### config.mk
export PLATFORM = sky130hd
export DESIGN_NAME = tccs_cursor
export DESIGN_NICKNAME = d
export VERILOG_FILES = /design/src/sv/tccs_pkg.sv /design/src/sv/tccs_cursor.sv
export SDC_FILE = /design/constraint.sdc
export NUM_CORES = 1
export LEC_CHECK = 0
export BUFFER_PORTS_ARGS = -buffer_cell sky130_fd_sc_hd__buf_2
export CAP_MARGIN = 40
export CORE_MARGIN = 8
export CORE_UTILIZATION = 55
export DETAILED_ROUTE_END_ITERATION = 12
export PLACE_DENSITY = 0.81
export SLEW_MARGIN = 20
export SYNTH_ARGS = -nofsm -noshare
export SYNTH_HDL_FRONTEND = slang
export SYNTH_SLANG_ARGS = --single-unit
### constraint.sdc
create_clock -name vclk -period 5.46
set_input_delay 1.092 -clock vclk [all_inputs]
set_output_delay 1.092 -clock vclk [all_outputs]
set_load 0.02 [all_outputs]
### src/sv/tccs_pkg.sv
// ----------------------------------------------------------------------------
// tccs_pkg
// Geometry, codes and shared types of the text console engine.
// ----------------------------------------------------------------------------
package tccs_pkg;

  localparam int COLUMNS    = 80;
  localparam int ROWS       = 25;
  localparam int CELL_COUNT = ROWS * COLUMNS;

  localparam int COL_W  = $clog2(COLUMNS);
  localparam int ROW_W  = $clog2(ROWS);
  localparam int ADDR_W = $clog2(CELL_COUNT);
  localparam int LOC_W  = 11;
  localparam int TAB_WIDTH = 8;

  localparam logic [15:0] BLANK_CELL = 16'h0F20;
  localparam logic [7:0]  ATTR_RESET = 8'h0F;

  localparam logic [7:0] CH_BS    = 8'h08;
  localparam logic [7:0] CH_TAB   = 8'h09;
  localparam logic [7:0] CH_LF    = 8'h0A;
  localparam logic [7:0] CH_CR    = 8'h0D;
  localparam logic [7:0] CH_FIRST = 8'h20;
  localparam logic [7:0] CH_LAST  = 8'h7F;

  localparam logic [1:0] ACT_PUT   = 2'd0;
  localparam logic [1:0] ACT_CLEAR = 2'd1;
  localparam logic [1:0] ACT_READ  = 2'd2;

  localparam logic [ADDR_W-1:0] ROW_STRIDE  = ADDR_W'(COLUMNS);
  localparam logic [ADDR_W-1:0] COPY_LAST   = ADDR_W'((ROWS - 1) * COLUMNS - 1);
  localparam logic [ADDR_W-1:0] BOTTOM_BASE = ADDR_W'((ROWS - 1) * COLUMNS);
  localparam logic [ADDR_W-1:0] CELL_LAST   = ADDR_W'(CELL_COUNT - 1);

  typedef logic [COL_W+1:0] col_ext_t;
  typedef logic [ROW_W:0]   row_ext_t;

  typedef enum logic [2:0] {
    ST_IDLE,
    ST_READ,
    ST_COPY,
    ST_DRAIN,
    ST_FILL
  } state_t;

  // Cursor update for one put-character word.
  typedef struct packed {
    logic [COL_W-1:0] col;
    logic [ROW_W-1:0] row;
    logic             store;
    logic             scroll;
  } cur_upd_t;

  function automatic logic [ADDR_W-1:0] cell_addr(input logic [ROW_W-1:0] row,
                                                  input logic [COL_W-1:0] col);
    return ADDR_W'(row) * ROW_STRIDE + ADDR_W'(col);
  endfunction

endpackage

### src/sv/tccs_cursor.sv
// ----------------------------------------------------------------------------
// tccs_cursor
// Next cursor position for one character, with wrap and scroll detect.
// ----------------------------------------------------------------------------
module tccs_cursor (
  input  logic [tccs_pkg::COL_W-1:0] col,
  input  logic [tccs_pkg::ROW_W-1:0] row,
  input  logic [7:0]                 char_code,
  output tccs_pkg::cur_upd_t         upd
);

  tccs_pkg::col_ext_t col_t;
  tccs_pkg::row_ext_t row_t;
  logic               store;
  logic               scroll;

  always_comb begin
    col_t  = tccs_pkg::col_ext_t'(col);
    row_t  = tccs_pkg::row_ext_t'(row);
    store  = 1'b0;
    scroll = 1'b0;
    case (char_code)
      tccs_pkg::CH_BS: begin
        if (col_t != '0) begin
          col_t = col_t - 1'b1;
        end
      end
      tccs_pkg::CH_TAB: begin
        col_t = (col_t + tccs_pkg::col_ext_t'(tccs_pkg::TAB_WIDTH))
              & ~tccs_pkg::col_ext_t'(tccs_pkg::TAB_WIDTH - 1);
      end
      tccs_pkg::CH_CR: begin
        col_t = '0;
      end
      tccs_pkg::CH_LF: begin
        col_t = '0;
        row_t = row_t + 1'b1;
      end
      default: begin
        if (char_code >= tccs_pkg::CH_FIRST && char_code <= tccs_pkg::CH_LAST) begin
          store = 1'b1;
          col_t = col_t + 1'b1;
        end
      end
    endcase
    // wrap past the last column
    if (col_t >= tccs_pkg::col_ext_t'(tccs_pkg::COLUMNS)) begin
      col_t = '0;
      row_t = row_t + 1'b1;
    end
    // past the last row: pin to the bottom and request a scroll
    if (row_t >= tccs_pkg::row_ext_t'(tccs_pkg::ROWS)) begin
      scroll = 1'b1;
      row_t  = tccs_pkg::row_ext_t'(tccs_pkg::ROWS - 1);
    end
    upd.col    = col_t[tccs_pkg::COL_W-1:0];
    upd.row    = row_t[tccs_pkg::ROW_W-1:0];
    upd.store  = store;
    upd.scroll = scroll;
  end

endmodule

Yosys cells after proc, flatten, opt, wreduce, memory -nomap -nowiden
Index checks and enable logic that the tools add are counted.

Output and inout bits: 14. Memories kept: 0. Latch bits: 0. Bits in read-only memories: 0. Register bits after elaboration: 0. Word-level logic and storage cells: 27. Input bits: 20. Bits in writable memories: 0.

Order comparisons: 4. Equal/unequal tests: 4. Div/mod/pow operators: 0. Reduce and logical (&&, ||, !) cells: 4. Bitwise operators: 0. $add $sub $neg: 5. Shift-type cells: 0. Mux-type cells: 10. Multiply operators: 0.

Operators with widths (count): 8-bit by 4-bit equality test with 1-bit output, second input constant (4); 9-bit case mux with 3 select lines (1); 6-bit two-way mux (2); 9-bit by 7-bit greater-or-equal comparator with 1-bit output, second input constant (1); 9-bit two-way mux (1); 7-bit by 1-bit adder with 8-bit output, second input constant (1); 7-bit by 4-bit adder with 8-bit output, second input constant (1); 8-bit by 6-bit greater-or-equal comparator with 1-bit output, second input constant (1); 8-bit by 7-bit <= comparator with 1-bit output, second input constant (1); 8-bit two-way mux (1); 7-bit by 1-bit subtractor with 8-bit output, second input constant (1); 7-bit two-way mux (1); 7-bit nonzero test (1); 5-bit by 1-bit adder with 6-bit output, second input constant (1); 6-bit by 1-bit adder with 6-bit output, second input constant (1); 6-bit by 5-bit greater-or-equal comparator with 1-bit output, second input constant (1); 5-bit two-way mux (1); 4-bit OR reduction (1); 1-bit two-way mux (3); 2-bit OR reduction (1); 1-bit logical AND (1).

Logic depth before layout (Yosys ltp)
Gate-level depths: netlist (run 1).

Word-level depth: 8. Depth in mapped cells: 15.

Least setup slack after synthesis (run 1)
OpenSTA, ideal clock, no wires.

Path kind: input -> output. Start point: input char_code[5]. End point: output upd[4] (netlist bit). Stages: 12. Setup slack: 0.422 ns. Arrival time: 3.946 ns. Data required time: 4.368 ns. Path through: nor4_2 -> nand2_1 -> xnor2_1 -> ha_1 -> nand2b_1 -> nor2_1 -> and3_1 -> nor4_2 -> mux2i_1 -> o211ai_2 -> o311ai_4 -> nor4_1.

RTL lines: start: declaration (RTL line tccs_cursor.sv:8) `input logic [7:0] char_code,`; end: declaration (RTL line tccs_cursor.sv:9) `output tccs_pkg::cur_upd_t upd`.

==> results of run 1 <==
==> worst min-delay path: stages <==
cell and delay [ps]:
buf_2 140, a211oi_1 80, buf_2 160
==> cells in the final DEF (no fill, tap or decap), drive strengths merged, types with 3 or more instances in the layout <==
master  netlist  final
nand2        21     21
nor4b         4      4
nor4          4      4
a221oi        3      3
xnor2         9      9
nor3          6      6
ha            7      7
xor2          4      4
nand3         5      5
nor2         10     10
o21ai         7      7
nor3b         3      3
a211oi        4      4
nand2b        4      4
buf           4     36
and3          3      3
inv          11     11
a21oi         9      9
==> through the flow <==
stage / hold slack (ps) / setup WS [ps]
finish: 2560 / 305
global route: 2570 / 86.3
CTS: 2560 / 243
detailed placement: 2560 / 249
global placement: 2550 / 481
floorplan: 2320 / 422
==> where the power goes <==
part	leakage [µW]	total [µW]	internal (µW)	switching [µW]
Sequential	0	0	0	0
Clock	0	0	0	0
Combinational	0.000555	98.5	37.8	60.7
==> kinds of logic (layout without fill, tap and decap cells) <==
family,after synthesis,after routing,share of synthesized area [%]
AO/OA/AOI/OAI,45,45,34.5
XOR/XNOR,13,13,10.8
adder cells (fa/ha/maj),7,7,8.27
buffers and inverters,19,47,7.56
multiplexers,1,1,0.946
AND/OR/NAND/NOR,69,69,37.9
==> layer usage <==
layer	vias up	wire [µm]	track usage, %
li1	629	-	-
met1	583	1270	21.0
met2	34	1690	34.6
met3	2	147	1.51
met4	0	24	2.38
met5	-	0	0
==> layout make-up <==
class,count,area share (%)
Inverter,11,3.31
Tap cell,27,2.71
Timing Repair Buffer,36,14.8
Multi-Input combinational cell,135,79.1
==> path summary, 6_finish.rpt <==
check,start,endpoint,cells past startpoint
max,char_code[5],upd[4],14
min,col[0],upd[7],3
==> synthesized netlist by cell type (4+ instances only) <==
library cell	instances	area, µm²
a21oi_1	9	45.0
a211oi_1	4	30.0
xnor2_1	9	78.8
o21ai_0	4	20.0
nand3_1	5	25.0
ha_1	7	87.6
nand2b_1	4	25.0
nand2_1	21	78.8
nor4b_1	4	35.0
inv_1	11	41.3
nor2_1	10	37.5
xor2_1	4	35.0
nor3_1	6	30.0
clkbuf_1	4	15.0
==> what timing repair did <==
action                                 4_1_cts  5_1_grt
setup endpoints to repair                    0        1
endpoints found under the hold margin        0        0
gates resized for setup                      0        1
buffers inserted                             0        0
==> results.json, run 1 <==
{
  "vias": 1248,
  "syn_area_mm2": 0.00106,
  "path_delay_family": "simple AND/OR/NAND/NOR gates",
  "worst_slew_pin_slew_ps": 523,
  "status": "completed",
  "ys_seq_area_share_pct": 0,
  "die_w_um": 59.9,
  "row_count": 16,
  "endpoint_kind": "primary output",
  "powerDensity_mw_per_mm2": 79.0,
  "die-area_mm2": 0.00358,
  "grt_pass1_vias": 1184,
  "grt_max_degree": 18,
  "place_congestion": 0.897,
  "dpl_cell_area_mm2": 0.00124,
  "period_minus_slack_ps": 5150,
  "portBuffers": 34,
  "yosys_warnings": 0,
  "slew_viol_final": 0,
  "crit_type": "in2out",
  "ys_types": 52,
  "wl_per_cell_um": 15.0,
  "cpMaxStageDelayCell": "nor4_2",
  "die_h_um": 59.9,
  "place_inst": 209,
  "synthCells": 154,
  "antenna_found_initial": 0,
  "ant_nets": 0,
  "place_hpwl_um": 2590,
  "fin_setup_tns_ps": 0,
  "core_area_mm2": 0.00188,
  "postCtsHoldBufs": 0,
  "antenna_cells": 0,
  "start_kind": "input port",
  "syn_area_per_cell_um2": 6.87,
  "regArea_um2": 0,
  "grt_pass1_wl_um": 5320,
  "drt_iter0_markers": 61,
  "hold_viol": 0,
  "syn_nets": 181,
  "track_usage_pct": 18.0,
  "required_ps": 4370,
  "seq_cells": 0,
  "peakVddDrop_mv": 0.0479,
  "start_util_pct": 56.2,
  "layout_worst_path_cycle_share_pct": 94.4,
  "setup-violations-final": 0,
  "viasPerCell": 5.97,
  "drv_cap": 0,
  "fin_nets": 211,
  "dr.pass1.iters": 4,
  "path_max_fanout": 6,
  "design_area_mm2": 0.00125,
  "routed_wl_um": 3130,
  "rsz0062_at_grt": "false",
  "fill_cells": 179,
  "p_leak_uw": 0.000555,
  "stdcell_count": 209,
  "post-route-util_pct": 66.3,
  "finalPower_uw": 98.5,
  "nClkBuffers": 0,
  "areaGrowthSynthToFinish_pct": 17.8,
  "path_cells": "buf_2 > nor4_2 > nand2_1 > xnor2_1 > ha_1 > nand2b_1 > nor2_1 > and3_1 > nor4_4 > mux2i_1 > o211ai_2 > o311ai_4 > nor4_1 > buf_2",
  "grt_overflow": 0,
  "max_freq_mhz": 194,
  "multi_input_area_um2": 987,
  "max_stage_delay_ps": 420,
  "drc_errors": 0,
  "crit_path_frequent_cell": "buf_2",
  "io_pins": 34,
  "slew-limit-headroom_pct": 65.0,
  "worstPathBufferInverterCount": 2,
  "hold_path_class": "in2out",
  "drive_above_1_share_pct": 28.0,
  "cp.arrival_ps": 4060
}
Note: power is estimated with default switching activity, not from simulation.
==> run 2, diff against run 1 <==
Settings changed: CORE_UTILIZATION 55 to 50, PLACE_DENSITY 0.81 to 0.75.
==> results.json, run 2 (same netlist as run 1, synthesis figures left out) <==
{
  "status": "completed",
  "worst_slew_pin_slew_ps": 485,
  "p_sw_uw": 60.7,
  "antenna_found_initial": 0,
  "place_hpwl_um": 2470,
  "cp.arrival_ps": 3990,
  "powerDensity_mw_per_mm2": 79.1,
  "p_seq_share_pct": 0,
  "path_cells": "buf_2 > or4b_4 > nor4_4 > a31oi_1 > o221ai_1 > a21bo_2 > o21bai_4 > nand2_1 > o311ai_4 > a21o_1 > buf_2",
  "postCtsHoldBufs": 0,
  "io_pins": 34,
  "slew_viol_final": 0,
  "wl_per_cell_um": 14.6,
  "worstPathBufferInverterCount": 2,
  "cpMaxStageDelayCell": "or4b_4",
  "routed_wl_um": 3060,
  "seq_cells": 0,
  "p_int_uw": 37.9,
  "fill_cells": 186,
  "setup-violations-final": 0,
  "peakVddDrop_mv": 0.0422,
  "endpoint_kind": "primary output",
  "drv_cap": 0,
  "grt_pass1_vias": 1187,
  "place_congestion": 0.884,
  "hold_path_class": "in2out",
  "switching_share_pct": 61.6,
  "power_frac_clock_pct": 0,
  "fin_setup_tns_ps": 0,
  "track_usage_pct": 16.5,
  "viasPerCell": 5.93,
  "drive_above_1_share_pct": 28.0,
  "drt_iter0_markers": 48,
  "path_max_fanout": 17,
  "layout_common_cells": "buf_2, nand2_1, inv_1, nor2_1",
  "grt_overflow": 0,
  "hold_viol": 0,
  "mostFrequentLayoutCell": "buf_2",
  "grt_pass1_wl_um": 5100,
  "p_leak_uw": 0.000555,
  "multi_input_area_um2": 987,
  "grt_max_degree": 18,
  "layout_worst_path_cycle_share_pct": 93.0,
  "drc_errors": 0,
  "dp_slack_ps": 297,
  "slew-limit-headroom_pct": 67.5,
  "antenna_cells": 0,
  "row_count": 16,
  "vias": 1239,
  "core_area_mm2": 0.00198,
  "die-area_mm2": 0.00385,
  "start_util_pct": 53.4,
  "combPwrFrac_pct": 100.0,
  "required_ps": 4370,
  "max_stage_delay_ps": 550,
  "ant_nets": 0,
  "portBuffers": 34,
  "crit_type": "in2out",
  "regArea_um2": 0,
  "period_minus_slack_ps": 5080,
  "finalWorstSetupSlack_ps": 379,
  "max_freq_mhz": 197,
  "areaGrowthSynthToFinish_pct": 17.8,
  "rsz0062_at_grt": "false",
  "crit_path_frequent_cell": "buf_2",
  "die_w_um": 62.0,
  "nClkBuffers": 0,
  "path_delay_family": "compound AO/OA/AOI/OAI gates",
  "dr.pass1.iters": 5,
  "fin_nets": 211,
  "die_h_um": 62.0,
  "start_kind": "input port"
}
## run 2: power groups by stage
stage                     registers, µW  clock network, µW  logic, µW
after floorplan                       0                  0       68.4
after global placement                0                  0       94.7
after detailed placement              0                  0       97.4
after CTS                             0                  0       97.7
after global routing                  0                  0        108
final                                 0                  0       98.6
## run 2: stage by stage
step | cells | utilization [%] | total power, µW | instance area [µm²] | hold WS (ps)
2_1_floorplan | 154 | - | 68.4 | 1060 | 2320
3_3_place_gp | 209 | 62.5 | 94.7 | 1240 | 2550
3_5_place_dp | 209 | 62.5 | 97.4 | 1240 | 2550
4_1_cts | 209 | 62.5 | 97.7 | 1240 | 2550
5_1_grt | 209 | 62.9 | 108 | 1250 | 2580
6_report | 209 | 62.9 | 98.6 | 1250 | 2560
## run 2: path summary, 6_finish.rpt
check / from / endpoint / slack (ps) / cells past startpoint
max: char_code[4] / upd[0] / 380 / 11
min: col[0] / upd[7] / 2560 / 3
## run 2: timing repair
item	CTS	global route
setup endpoints to repair	0	1
resized for setup	0	1
buffers inserted	0	0
## run 2: layer usage
layer,GRT usage (%),vias to the layer above,routed length (µm)
met5,0,-,0
li1,-,631,-
met2,29.6,50,1510
met3,0.206,0,191
met4,0.974,0,0
met1,22.1,558,1360
## run 2: area by class of cell
| class | count | area share (%) |
|---|---|---|
| multi-input cells | 135 | 79.1 |
| inverters | 11 | 3.31 |
| repair buffers | 36 | 14.8 |
| well taps | 27 | 2.71 |
